--- src/ataid_pkg.sv ---
// ataid_pkg: shared types, word offsets and helpers for the ATA IDENTIFY parser.
// No dependencies; imported by ataid_capture and ata_identify_block_parser_top.
package ataid_pkg;

	localparam int BLOCK_WORDS_DEF = 256;
	localparam int IDX_W           = 8;

	// IDENTIFY word offsets that are captured
	localparam logic [IDX_W-1:0] W_GEN_CONFIG = 8'd0;
	localparam logic [IDX_W-1:0] W_CAPS       = 8'd49;
	localparam logic [IDX_W-1:0] W_LBA28_LO   = 8'd60;
	localparam logic [IDX_W-1:0] W_LBA28_HI   = 8'd61;
	localparam logic [IDX_W-1:0] W_MWDMA      = 8'd63;
	localparam logic [IDX_W-1:0] W_SATA_CAPS  = 8'd76;
	localparam logic [IDX_W-1:0] W_CMDSET_LO  = 8'd82;
	localparam logic [IDX_W-1:0] W_CMDSET_HI  = 8'd83;
	localparam logic [IDX_W-1:0] W_UDMA       = 8'd88;
	localparam logic [IDX_W-1:0] W_HW_RESET   = 8'd93;
	localparam logic [IDX_W-1:0] W_LBA48_0    = 8'd100;
	localparam logic [IDX_W-1:0] W_LBA48_1    = 8'd101;
	localparam logic [IDX_W-1:0] W_LBA48_2    = 8'd102;
	localparam logic [IDX_W-1:0] W_LBA48_3    = 8'd103;
	localparam logic [IDX_W-1:0] W_DSM        = 8'd169;

	// register map (word address = paddr[2])
	localparam logic REG_UDMA_BASE  = 1'b0;
	localparam logic REG_MWDMA_BASE = 1'b1;
	localparam logic [7:0] UDMA_BASE_RST  = 8'd64;
	localparam logic [7:0] MWDMA_BASE_RST = 8'd32;

	typedef enum logic [1:0] {
		DMA_NONE  = 2'd0,
		DMA_UDMA  = 2'd1,
		DMA_MWDMA = 2'd2
	} dma_kind_t;

	// captured IDENTIFY state, carried from capture to result logic
	typedef struct packed {
		logic [15:0] gen_config;
		logic [15:0] caps;
		logic [31:0] lba28;
		logic [15:0] mwdma;
		logic [15:0] cmdset_lo;
		logic [15:0] cmdset_hi;
		logic [15:0] udma;
		logic        ncq;
		logic        cable80;
		logic        trim;
		logic [63:0] lba48;
		logic        kind;
		logic        channel;
		logic        drive;
	} ident_t;

	typedef struct packed {
		logic       found;
		logic [2:0] pos;
	} top_bit_t;

	// highest set bit of an 8-bit mask
	function automatic top_bit_t top_bit(input logic [7:0] m);
		top_bit_t r;
		r = '0;
		for (int b = 0; b < 8; b++) begin
			if (m[b]) begin
				r.found = 1'b1;
				r.pos   = 3'(b);
			end
		end
		return r;
	endfunction

endpackage

--- src/ata_identify_block_parser_top.sv ---
// ata_identify_block_parser_top: ATA IDENTIFY block parser, stream in, one summary beat out.
// Depends on ataid_pkg and ataid_capture.
//
// Usage: feed the IDENTIFY block one 16-bit word per beat on the s_ side, in word order,
// with first_word set on word 0 (after reset, or after a complete block, the next word is
// word 0 anyway; first_word mid-block abandons the block with no result). Word 0 also
// latches device kind, channel and drive. After word BLOCK_WORDS-1 one summary beat comes
// out on the m_ side: signature, capabilities, command sets, feature flags, sector count
// (48-bit words only when word 83 carries the 01 validity pattern and LBA48 is set; zero
// for packet devices or 2^48 and above), DMA mode masks (UDMA capped at mode 2 without an
// 80-wire cable), DMA kind and the chosen transfer-mode code. Throughput is one word per
// clock while s_tready is high. The summary is built from the capture registers in the cycle
// after the last word and is loaded once the output register is free; s_tready is low only
// while that summary waits and the previous one still sits unclaimed on the m_ side.
// Write the two mode-base registers over APB only while no block is in flight (not enforced).
module ata_identify_block_parser_top #(
	parameter int BLOCK_WORDS = ataid_pkg::BLOCK_WORDS_DEF
) (
	input  logic         clk,
	input  logic         arst_n,
	// input stream
	input  logic         s_tvalid,
	output logic         s_tready,
	input  logic [15:0]  s_tdata,   // [15:0] id_word
	input  logic [3:0]   s_tuser,   // [0] first_word, [1] device_kind, [2] channel_num,
	                                // [3] drive_num
	// result stream
	output logic         m_tvalid,
	input  logic         m_tready,
	output logic [151:0] m_tdata,   // [15:0] signature, [31:16] capabilities,
	                                // [63:32] cmd_sets, [68:64] feat_flags,
	                                // [116:69] sector_count, [124:117] mw_modes,
	                                // [131:125] ud_modes, [133:132] dma_kind,
	                                // [141:134] transfer_mode, [142] mode_found,
	                                // [143] channel_out, [144] drive_out, [151:145] zero
	// configuration
	input  logic         psel,
	input  logic         penable,
	input  logic         pwrite,
	input  logic [2:0]   paddr,
	input  logic [31:0]  pwdata,
	output logic [31:0]  prdata,
	output logic         pready
);
	import ataid_pkg::*;

	logic [7:0] udma_base_q;
	logic [7:0] mwdma_base_q;

	logic       in_beat;
	logic       last_word;
	ident_t     ident;
	logic       emit_s1;    // capture registers hold a finished block
	logic       load_out;

	logic         m_tvalid_q;
	logic [151:0] m_tdata_q;

	// ---------------- configuration ----------------
	assign pready = 1'b1;

	always_ff @(posedge clk or negedge arst_n) begin
		if (!arst_n) begin
			udma_base_q  <= UDMA_BASE_RST;
			mwdma_base_q <= MWDMA_BASE_RST;
		end else if (psel && penable && pwrite && pready) begin
			case (paddr[2])
				REG_UDMA_BASE:  udma_base_q  <= pwdata[7:0];
				REG_MWDMA_BASE: mwdma_base_q <= pwdata[7:0];
				default: ;
			endcase
		end
	end

	always_comb begin
		case (paddr[2])
			REG_UDMA_BASE:  prdata = {24'd0, udma_base_q};
			REG_MWDMA_BASE: prdata = {24'd0, mwdma_base_q};
			default:        prdata = '0;
		endcase
	end

	// ---------------- capture ----------------
	// the result register can take a summary when empty or being drained
	assign load_out = emit_s1 && (!m_tvalid_q || m_tready);
	// hold words off only while a finished block cannot move to the output yet,
	// since the next block's word 0 would overwrite its capture registers
	assign s_tready = !emit_s1 || load_out;
	assign in_beat  = s_tvalid && s_tready;

	ataid_capture #(
		.BLOCK_WORDS(BLOCK_WORDS)
	) u_capture (
		.clk         (clk),
		.arst_n      (arst_n),
		.beat        (in_beat),
		.id_word     (s_tdata),
		.first_word  (s_tuser[0]),
		.device_kind (s_tuser[1]),
		.channel_num (s_tuser[2]),
		.drive_num   (s_tuser[3]),
		.last_word   (last_word),
		.ident       (ident)
	);

	always_ff @(posedge clk or negedge arst_n) begin
		if (!arst_n) begin
			emit_s1 <= 1'b0;
		end else if (in_beat) begin
			emit_s1 <= last_word;
		end else if (load_out) begin
			emit_s1 <= 1'b0;
		end
	end

	// ---------------- summary logic ----------------
	logic [4:0]  flags;
	logic        lba48_ok;
	logic [63:0] sectors_raw;
	logic [47:0] sectors;
	logic [7:0]  mw_modes;
	logic [6:0]  ud_modes;
	top_bit_t    ud_top;
	top_bit_t    mw_top;
	dma_kind_t   dma_kind;
	logic [7:0]  xfer_mode;
	logic        mode_found;

	always_comb begin
		flags[0] = ident.caps[8] || (ident.mwdma != '0) || (ident.udma != '0);
		flags[1] = ident.cmdset_lo[0];
		flags[2] = ident.cmdset_hi[10];
		flags[3] = ident.ncq;
		flags[4] = ident.trim;

		// 48-bit capacity words count only with LBA48 set and word 83 bits 15:14 == 01
		lba48_ok    = flags[2] && (ident.cmdset_hi[15:14] == 2'b01);
		sectors_raw = lba48_ok ? ident.lba48 : {32'd0, ident.lba28};
		if (ident.kind || (sectors_raw[63:48] != '0))
			sectors = '0;
		else
			sectors = sectors_raw[47:0];

		mw_modes = ident.mwdma[7:0];
		ud_modes = ident.cable80 ? ident.udma[6:0] : {4'd0, ident.udma[2:0]};

		if (ud_modes != '0)
			dma_kind = DMA_UDMA;
		else if (mw_modes != '0)
			dma_kind = DMA_MWDMA;
		else
			dma_kind = DMA_NONE;

		// UDMA wins over multiword DMA; code is base plus top mode, wrapping at 8 bits
		ud_top = top_bit({1'b0, ud_modes});
		mw_top = top_bit(mw_modes);
		if (ud_top.found) begin
			xfer_mode  = udma_base_q + {5'd0, ud_top.pos};
			mode_found = 1'b1;
		end else if (mw_top.found) begin
			xfer_mode  = mwdma_base_q + {5'd0, mw_top.pos};
			mode_found = 1'b1;
		end else begin
			xfer_mode  = '0;
			mode_found = 1'b0;
		end
	end

	// ---------------- output register ----------------
	always_ff @(posedge clk or negedge arst_n) begin
		if (!arst_n) begin
			m_tvalid_q <= 1'b0;
		end else if (load_out) begin
			m_tvalid_q <= 1'b1;
		end else if (m_tready) begin
			m_tvalid_q <= 1'b0;
		end
	end

	always_ff @(posedge clk) begin
		if (load_out) begin
			m_tdata_q <= {7'd0, ident.drive, ident.channel, mode_found, xfer_mode,
			              dma_kind, ud_modes, mw_modes, sectors, flags,
			              ident.cmdset_hi, ident.cmdset_lo, ident.caps, ident.gen_config};
		end
	end

	assign m_tvalid = m_tvalid_q;
	assign m_tdata  = m_tdata_q;

endmodule

--- src/ataid_capture.sv ---
// ataid_capture: word counter and capture registers for the IDENTIFY words of interest.
// Depends on ataid_pkg.
module ataid_capture #(
	parameter int BLOCK_WORDS = ataid_pkg::BLOCK_WORDS_DEF
) (
	input  logic                clk,
	input  logic                arst_n,
	input  logic                beat,
	input  logic [15:0]         id_word,
	input  logic                first_word,
	input  logic                device_kind,
	input  logic                channel_num,
	input  logic                drive_num,
	output logic                last_word,
	output ataid_pkg::ident_t   ident
);
	import ataid_pkg::*;

	localparam logic [IDX_W-1:0] LAST_IDX = IDX_W'(BLOCK_WORDS - 1);

	logic [IDX_W-1:0] word_index_q;
	logic [IDX_W-1:0] cur_idx;
	ident_t           ident_q;

	assign cur_idx   = first_word ? '0 : word_index_q;
	assign last_word = (cur_idx == LAST_IDX);
	assign ident     = ident_q;

	always_ff @(posedge clk or negedge arst_n) begin
		if (!arst_n) begin
			word_index_q <= '0;
			ident_q      <= '0;
		end else if (beat) begin
			word_index_q <= last_word ? '0 : cur_idx + 1'b1;
			case (cur_idx)
				W_GEN_CONFIG: begin
					ident_q.gen_config <= id_word;
					ident_q.kind       <= device_kind;
					ident_q.channel    <= channel_num;
					ident_q.drive      <= drive_num;
				end
				W_CAPS:      ident_q.caps         <= id_word;
				W_LBA28_LO:  ident_q.lba28[15:0]  <= id_word;
				W_LBA28_HI:  ident_q.lba28[31:16] <= id_word;
				W_MWDMA:     ident_q.mwdma        <= id_word;
				W_SATA_CAPS: ident_q.ncq          <= id_word[8];
				W_CMDSET_LO: ident_q.cmdset_lo    <= id_word;
				W_CMDSET_HI: ident_q.cmdset_hi    <= id_word;
				W_UDMA:      ident_q.udma         <= id_word;
				W_HW_RESET:  ident_q.cable80      <= id_word[13];
				W_LBA48_0:   ident_q.lba48[15:0]  <= id_word;
				W_LBA48_1:   ident_q.lba48[31:16] <= id_word;
				W_LBA48_2:   ident_q.lba48[47:32] <= id_word;
				W_LBA48_3:   ident_q.lba48[63:48] <= id_word;
				W_DSM:       ident_q.trim         <= id_word[0];
				default: ;
			endcase
		end
	end

endmodule
--- config.mk ---
export PLATFORM = sky130hd
export DESIGN_NAME = ata_identify_block_parser_top
export DESIGN_NICKNAME = d
export VERILOG_FILES = /design/src/ataid_pkg.sv /design/src/ata_identify_block_parser_top.sv /design/src/ataid_capture.sv
export SDC_FILE = /design/constraint.sdc
export NUM_CORES = 1
export LEC_CHECK = 0
export BUFFER_PORTS_ARGS = -buffer_cell sky130_fd_sc_hd__buf_2
export CAP_MARGIN = 20
export CORE_ASPECT_RATIO = 0.8
export CORE_MARGIN = 3
export CORE_UTILIZATION = 60
export DETAILED_ROUTE_END_ITERATION = 7
export PLACE_DENSITY = 0.85
export SYNTH_ARGS = -nofsm -noshare
export SYNTH_HDL_FRONTEND = slang
export SYNTH_HIERARCHICAL = 1
export SYNTH_SLANG_ARGS = --single-unit
--- constraint.sdc ---
create_clock -name clk -period 7.4 [get_ports clk]
set_clock_uncertainty 0.05 [all_clocks]
set_input_delay 0.74 -clock clk [delete_from_list [all_inputs] [get_ports clk]]
set_output_delay 0.74 -clock clk [all_outputs]
set_load 0.01 [all_outputs]
# == Word level (Yosys, flattened, before mapping) ==
# Cells that the tools add are included.
# totals
register_bits,369
in_bits,62
output_inout_bits,187
# op_classes
bitwise_logic,2
n_reduce_logical,38
n_eq_ne,16
mux,28
n_addsub,3
# ops
op,n
"== test 8 x 7 -> 1 bit, second input constant",9
2-to-1 mux 64 bit,1
case mux 32 bit (2 select lines),1
2-to-1 mux 4 bit,15
nonzero test 16 bit,3
AND reduction 2 bit,17
"== test 8 x 6 -> 1 bit, second input constant",4
2-to-1 mux 8 bit,4
adder 8 x 3 -> 8 bit,2
"== test 8 bit, second input constant",2
"adder 8 x 1 -> 8 bit, second input constant",1
zero test 8 bit,1
nonzero test 8 bit,1
2-to-1 mux 7 bit,1
nonzero test 7 bit,1
logical AND 1 bit,5
logical OR 1 bit,5
2-to-1 mux 1 bit,5
nonzero test 2 bit,2
"== test 2 x 1 -> 1 bit, second input constant",1
zero test 1 bit,2
2-to-1 mux 2 bit,1
NOT 1 bit,2
OR reduction 2 bit,1

# == Longest topological paths before layout ==
# Gate-level depths: netlist (run 1).
# depth
word_depth,11
depth_mapped,11
depth_no_buf,11

# == Modules after synthesis ==
# Netlist (run 1), hierarchy kept.
# modules_own_cells
module,area_each_um2,seq_area_each_um2,cells_per_inst,instances
ataid_capture,8124.0,5154.9,518,1
ata_identify_block_parser_top,6572.6,4747.1,459,1

# == Worst setup path before layout (run 1) ==
# OpenSTA, ideal clock, no wires.
# synth_path
path_type,input port to flip-flop
start,input port m_tready
end,register m_tdata_q[0] (netlist: m_tdata[0]) (enable)
setup_slack_ns,2.710
required_time_ns,6.831
path_buffers,0
t_arrival_ns,4.121
cell_stages,2
path_cell_list,nand2b_1 -> and2_1
# synth_via
elab_chain_cells,2
# synth_lines
element,line_no,rtl
start: declaration,ata_identify_block_parser_top.sv:29,"input logic m_tready,"
logical OR 1 bit,ata_identify_block_parser_top.sv:85,assign load_out = emit_s1 && (!m_tvalid_q || m_tready);
logical AND 1 bit,ata_identify_block_parser_top.sv:85,
net load_out,ata_identify_block_parser_top.sv:54,logic load_out;
end signal: assignment,ata_identify_block_parser_top.sv:182,"m_tdata_q <= {7'd0, ident.drive, ident.channel, mode_found, xfer_mode,"
end: declaration,ata_identify_block_parser_top.sv:57,logic [151:0] m_tdata_q;
# The timed path passes the listed nets, and every way through them passes these cells.
# A chain may end at the register's enable or synchronous reset.

# == Worst setup path in the final report (run 1) ==
# layout_path
start,register m_tvalid_q (netlist: m_tvalid)
end,"register u_capture.ident_q, in the netlist u_capture/ident[139]"
# layout_via
elab_chain_cells,6
# layout_lines
element,line_no,rtl
start: declaration,ata_identify_block_parser_top.sv:56,logic m_tvalid_q;
start signal: assignment,ata_identify_block_parser_top.sv:172,m_tvalid_q <= 1'b0;
start signal: assignment,ata_identify_block_parser_top.sv:174,m_tvalid_q <= 1'b1;
start signal: assignment,ata_identify_block_parser_top.sv:176,m_tvalid_q <= 1'b0;
zero test 1 bit,ata_identify_block_parser_top.sv:85,
logical OR 1 bit,ata_identify_block_parser_top.sv:85,
logical AND 1 bit,ata_identify_block_parser_top.sv:85,
logical OR 1 bit,ata_identify_block_parser_top.sv:88,assign s_tready = !emit_s1 || load_out;
logical AND 1 bit,ata_identify_block_parser_top.sv:89,assign in_beat = s_tvalid && s_tready;
net in_beat,ata_identify_block_parser_top.sv:50,logic in_beat;
AND reduction 2 bit (no line),-,
end: declaration,ataid_capture.sv:23,ident_t ident_q;
# The timed path passes the listed nets, and every way through them passes these cells.

==> flow_summary.json, run 1 <==
{
  "period_share_pct": 42.1,
  "synth_edf_count": 143,
  "htreeDepth": 2,
  "cp_max_fo": 19,
  "cts_hold_buffers": 0,
  "die_w_um": 181,
  "r2r_start": "m_tvalid$_DFFE_PN0P_",
  "grt_usage_pct": 23.8,
  "cts_buffers": 36,
  "num_vias": 8491,
  "tightest_slew_ns": 1.05,
  "clock-sinks": 367,
  "max_freq_mhz": 321,
  "rsz0062_at_grt": "no",
  "drive_above_1_share_pct": 41.7,
  "postSynthCellCount": 977,
  "dieArea_um2": 26400,
  "multi_input_area_um2": 4360,
  "status": "completed",
  "portBuffers": 190,
  "coreArea_um2": 23700,
  "dr.pass1.iters": 4,
  "die_h_um": 146,
  "synth_async_sr_flop_share_pct": 61.0,
  "powerDensity_nw_per_um2": 253,
  "crit_path_end_kind": "register",
  "nFillCells": 1514,
  "setup_viol": 0,
  "route.detailed.drc": 0,
  "cts_resized": 0,
  "final_common_cell": "dfrtp_1",
  "ys_seq_elements": 367,
  "critPathKind": "register to register",
  "layout_common_cells": "dfrtp_1 (222), mux2_2 (221), buf_2 (189)",
  "yosysSeqAreaShare_pct": 67.4,
  "crit_required_ns": 7.74,
  "avgRoutedWirePerCell_um": 21.1,
  "ys_warn_count": 6,
  "crit_family": "simple AND/OR/NAND/NOR gates",
  "top_level_ports": 249,
  "grt_pass1_wl_mm": 49.4,
  "regArea_um2": 9900,
  "fin_setup_tns_ns": 0,
  "max_slew_margin_pct": 30.2,
  "gp_congestion": 0.829,
  "cp_slowest_cell": "nor3b_4",
  "path_cells": "nand3b_1, and2_1, and2b_1, nor4b_4, nor3b_4, mux2_2",
  "start_util_pct": 62.0,
  "clk_pin_slew_ns": 0.06,
  "area_growth_syn_to_layout_pct": 15.1,
  "gr-total-overflow": 0,
  "synthFlopType": "dfrtp_1",
  "drv_cap": 0,
  "wl_mm": 31.6,
  "min_period_ns": 3.12,
  "cp_num_buf_inv": 0,
  "hold_viol_final": 0,
  "grt_max_degree": 117,
  "cts_setup_buffers": 0,
  "max_stage_delay_ns": 0.84,
  "n_antenna_cell": 0,
  "cp-start-kind": "register",
  "irDropWorstVdd_v": 0.000221,
  "clockBufferDepth": 3,
  "hp-class": "input pin to async pin",
  "startpoint": "m_tvalid$_DFFE_PN0P_",
  "hpwl_mm": 19.7,
  "cp_data_arrival_time_ns": 3.45,
  "ant_nets": 0,
  "p_leak_uw": 0.00777,
  "grt_pass1_vias": 8738,
  "nNetsFinal": 1227,
  "cts_tree": "yes",
  "slew_violations": 0,
  "place_area_um2": 15700,
  "viasPerCell": 5.67,
  "root_buffer": "clkbuf_16",
  "syn_avg_cell_area_um2": 15.0,
  "insertion_delay_ns": 0.52,
  "crit_cells": 6,
  "synth_area_um2": 14700,
  "yosysUniqueCellTypes": 56,
  "rows": 50,
  "stdcell_area_um2": 16900,
  "rrSetupSlack_ns": 4.28,
  "drt_iter0_drc": 662,
  "antenna_found_initial": 0,
  "ff2ff_path_depth": 6
}
## synthesized netlist by cell type, drive strengths merged (2+ instances only)
cell type | count | share of area [%]
nor3b | 4 | 0.31
dfrtp | 222 | 38
nor4b | 5 | 0.50
nand3b | 3 | 0.18
nor2 | 15 | 0.42
edfxtp | 143 | 29
dfstp | 2 | 0.36
xor2 | 2 | 0.12
o22ai | 9 | 0.38
nand4b | 2 | 0.12
and3 | 4 | 0.17
nand3 | 5 | 0.17
conb | 2 | 0.051
and2 | 21 | 0.89
buf | 55 | 2.6
mux2i | 3 | 0.20
clkbuf | 31 | 0.79
mux2 | 221 | 17
o31ai | 5 | 0.26
a21oi | 41 | 1.4
inv | 15 | 0.38
o21ai | 5 | 0.17
a31oi | 2 | 0.085
nand4 | 11 | 0.68
xnor2 | 10 | 0.60
nor4 | 13 | 0.66
ha | 6 | 0.51
fa | 2 | 0.27
nand2b | 5 | 0.21
nor2b | 4 | 0.17
nand2 | 88 | 2.3
nor3 | 8 | 0.31
## metal layers
| layer | global-route usage [%] | up-vias | share of wire, % | wire length, um |
|---|---|---|---|---|
| met5 | 0 | - | 0 | 0 |
| met4 | 6.05 | 0 | 1.9 | 605 |
| met3 | 6.62 | 56 | 7.3 | 2320 |
| met2 | 37.2 | 292 | 48 | 15100 |
| li1 | - | 3802 | - | - |
| met1 | 33.7 | 4341 | 43 | 13600 |
## state kept, by name, indices dropped and copies added (netlist names)
register / count
m_tvalid: 1
emit_s1: 1
u_capture/ident: 198
mwdma_base_q: 8
udma_base_q: 8
m_tdata: 143
u_capture/word_index_q: 8
## per-stage QoR
stage	instances	power [uW]	utilization [%]	setup WS, ns	hold WS [ns]
after floorplan	1007	2460	-	2.71	0.369
final	1497	4280	71.3	4.28	0.249
after global routing	1497	4440	71.3	4.08	0.320
after CTS	1494	4300	71.0	4.31	0.295
after global placement	1428	2540	66.3	3.94	0.377
after detailed placement	1428	2560	66.3	3.89	0.380
## power breakdown
part	total (uW)	leakage [uW]	switching [uW]	internal (uW)
combinational	277	0.00282	160	118
sequential	2250	0.00439	71.9	2180
clock	1740	0.000558	739	1010
## layout make-up
cell class,instances,area share [%]
multi-input cells,539,25.8
well taps,312,2.31
clock inverters,17,0.681
repair buffers,198,6.30
inverters,15,0.333
clock buffers,49,6.04
flip-flops and latches,367,58.6
## cell families after synthesis
logic type | count (synthesis) | share of synthesized area [%]
AOI/OAI and AO/OA | 68 | 2.65
xor gates and xnor gates | 12 | 0.715
adders and majority gates | 8 | 0.783
buffers and inverters | 101 | 3.76
DFF | 367 | 67.4
muxes | 224 | 17.1
other | 2 | 0.0511
and+or+nand+nor | 195 | 7.53
## path summary, 6_finish.rpt
path                                                     to
setup / recovery           u_capture/ident[139]$_DFFE_PN0P_
setup reg to reg           u_capture/ident[139]$_DFFE_PN0P_
hold reg to reg                       m_tdata[36]$_DFFE_PP_
hold / removal                         m_tvalid$_DFFE_PN0P_
max in group asynchronous  u_capture/ident[155]$_DFFE_PN0P_
min in group clk                      m_tdata[36]$_DFFE_PP_
No activity file was read; power rests on OpenSTA's default activity.
==> inputs of run 2 (changes only) <==
--- a/config.mk
+++ b/config.mk
@@ -5,13 +5,14 @@
 export SDC_FILE = /design/constraint.sdc
 export NUM_CORES = 1
 export LEC_CHECK = 0
+export ABC_AREA = 1
 export BUFFER_PORTS_ARGS = -buffer_cell sky130_fd_sc_hd__buf_2
 export CAP_MARGIN = 20
 export CORE_ASPECT_RATIO = 0.8
 export CORE_MARGIN = 3
-export CORE_UTILIZATION = 60
+export CORE_UTILIZATION = 51
 export DETAILED_ROUTE_END_ITERATION = 7
-export PLACE_DENSITY = 0.85
+export PLACE_DENSITY = 0.77
 export SYNTH_ARGS = -nofsm -noshare
 export SYNTH_HDL_FRONTEND = slang
 export SYNTH_HIERARCHICAL = 1
==> constraint.sdc (replaced) <==
create_clock -name clk -period 2.8 [get_ports clk]
set_clock_uncertainty 0.05 [all_clocks]
set_input_delay 0.28 -clock clk [delete_from_list [all_inputs] [get_ports clk]]
set_output_delay 0.28 -clock clk [all_outputs]
set_load 0.01 [all_outputs]
==> flow_summary.json, run 2 <==
{
  "status": "completed",
  "largest_reg_flops": 198,
  "drt_iter0_drc": 951,
  "yosysTopAreaCell": "dfrtp_1",
  "rows": 55,
  "antenna_found_initial": 0,
  "synth_async_sr_flop_share_pct": 61.0,
  "grt.met1_usage_pct": 33.1,
  "ys_seq_elements": 367,
  "period_share_pct": 83.1,
  "start_util_pct": 52.5,
  "insertion_delay_ns": 0.51,
  "grt_pass1_wl_mm": 56.8,
  "slew_violations": 0,
  "irDropWorstVdd_v": 0.000443,
  "cts_tree": "yes",
  "ant_nets": 0,
  "wl_mm": 35.9,
  "synth_area_um2": 15100,
  "p_leak_uw": 0.00842,
  "htreeDepth": 2,
  "route.detailed.drc": 0,
  "dp_slack_ns": 0.467,
  "synthFlopType": "dfrtp_1",
  "coreArea_um2": 28700,
  "fin_ws_ns": 0.473,
  "tightest_slew_ns": 0.767,
  "synth_top_area_share_pct": 36.9,
  "root_buffer": "clkbuf_16",
  "yosysSeqAreaShare_pct": 65.7,
  "dieArea_um2": 31700,
  "n_antenna_cell": 0,
  "hold_viol_final": 0,
  "hpwl_mm": 23.6,
  "synth_edf_count": 143,
  "die_h_um": 160,
  "max_freq_mhz": 430,
  "syn_avg_cell_area_um2": 10.1,
  "rsz0062_at_grt": "no",
  "grt_use_met3_pct": 3.88,
  "gr-total-overflow": 0,
  "portBuffers": 190,
  "gr-max-usage-layer": "met2",
  "powerDensity_nw_per_um2": 648,
  "nFillCells": 2372,
  "cp_data_arrival_time_ns": 2.62,
  "final_common_cell": "nand2_1",
  "drive_above_1_share_pct": 20.4,
  "clk_pin_slew_ns": 0.06,
  "num_vias": 10800,
  "max_slew_margin_pct": 48.8,
  "die_w_um": 198,
  "yosysUniqueCellTypes": 32,
  "synth_area_leaders": "dfrtp_1 (37%), edfxtp_1 (29%), nand2_1 (12%)",
  "layout_common_cells": "nand2_1 (483), dfrtp_1 (221), buf_2 (189)",
  "grt_pass1_vias": 10400,
  "critPathKind": "register to register",
  "crit_path_end_kind": "register",
  "synth_common_cells": "nand2_1 (483), dfrtp_1 (222), edfxtp_1 (143), o21ai_0 (129), inv_1 (116)",
  "setup_viol": 0,
  "dr.pass1.iters": 6,
  "clock-sinks": 367,
  "holdWs_ns": 0.0178,
  "ys_warn_count": 6,
  "met2_usage_pct": 35.4,
  "min_period_ns": 2.33,
  "area_growth_syn_to_layout_pct": 17.2,
  "clockBufferDepth": 3,
  "cp_max_fo": 38,
  "cp-start-kind": "register",
  "avgRoutedWirePerCell_um": 17.1,
  "nNetsFinal": 1769,
  "viasPerCell": 5.14,
  "synth.most_common_cell": "nand2_1",
  "grt_usage_pct": 22.8,
  "drv_cap": 0,
  "postSynthCellCount": 1491,
  "crit_required_ns": 3.10,
  "cts_buffers": 38,
  "grt_max_degree": 78,
  "gp_congestion": 0.866,
  "hp-class": "input pin to register",
  "top_level_ports": 249
}
run 2: cell count changes after synthesis, moves of 10 or more:
cell,previous run,this run
nand2_1,87,483
mux2_2,221,0
o21ai_0,5,129
inv_1,15,116
nand3_1,5,90
o21ai_1,0,51
nor2_2,2,46
nor2_1,13,56
a21oi_1,41,5
and2_1,21,0
clkbuf_1,31,17
inv_2,0,12
nor4_1,12,1
xnor2_1,10,0
run 2: cell families after synthesis:
group / count (synthesis) / share of synthesized area [%]
flip-flops: 367 / 65.7
AND/OR/NAND/NOR: 709 / 20.2
AO/OA/AOI/OAI: 186 / 6.20
other: 2 / 0.0498
buffers and inverters: 219 / 7.11
adder cells (fa/ha/maj): 8 / 0.764
run 2: final timing paths:
kind | end | slack (ns) | start | cells past startpoint
max | u_capture/ident[182]$_DFFE_PN0P_ | 0.47 | m_tvalid$_DFFE_PN0P_ | 9
min | m_tvalid$_DFFE_PN0P_ | 0.02 | m_tready | 4
max reg2reg | u_capture/ident[182]$_DFFE_PN0P_ | 0.47 | m_tvalid$_DFFE_PN0P_ | 9
min reg2reg | m_tdata[47]$_DFFE_PP_ | 0.39 | u_capture/ident[117]$_DFFE_PN0P_ | 0
max in group asynchronous | mwdma_base_q[5]$_DFFE_PN1P_ | 1.58 | arst_n | 3
min in group asynchronous | u_capture/ident[164]$_DFFE_PN0P_ | 0.28 | arst_n | 2
run 2: worst max-delay path, cell delays in order (launching register included):
cell,delay [ns]
dfrtp_2,0.43
nand3_1,0.13
nand2_1,0.07
inv_1,0.32
nand2_2,0.13
nor2_4,0.37
nand3b_1,0.18
buf_4,0.27
nand2_1,0.10
o21ai_0,0.08
run 2: through the flow:
step	utilization (%)	instances	cell area [um2]	power (uW)	setup TNS, ns
detailed placement	56.7	2016	16300	6480	0
floorplan	-	1521	15200	6250	-71.58
global placement	56.7	2016	16300	6470	0
global route	61.6	2099	17700	11900	0
finish	61.6	2099	17700	11500	0
CTS	61.6	2099	17700	11600	0
run 2: cell type report:
type / count / area, um2 / share of cell area, %
flip-flops and latches: 367 / 9900 / 56.1
multi-input cells: 935 / 4220 / 23.9
inverters: 129 / 484 / 2.74
clock inverters: 10 / 106 / 0.602
repair buffers: 228 / 1330 / 7.52
clock buffers: 60 / 1160 / 6.58
well taps: 370 / 463 / 2.62
run 2: metal layers:
| metal | up-vias | share of wire (%) |
|---|---|---|
| li1 | 5173 | - |
| met1 | 5183 | 45 |
| met2 | 367 | 45 |
| met3 | 60 | 6.5 |
| met4 | 0 | 3.1 |
| met5 | - | 0 |
run 2: power breakdown:
part / internal, uW / switching [uW] / total, uW
registers: 5700 / 103 / 5800
clock network: 3050 / 2010 / 5060
logic: 156 / 436 / 592
run 2: what timing repair did:
item	CTS	global route
setup buffers	0	0
resized for setup	0	0
hold buffers	13	0
endpoints found under the hold margin	89	0
endpoints found under the setup margin	0	0
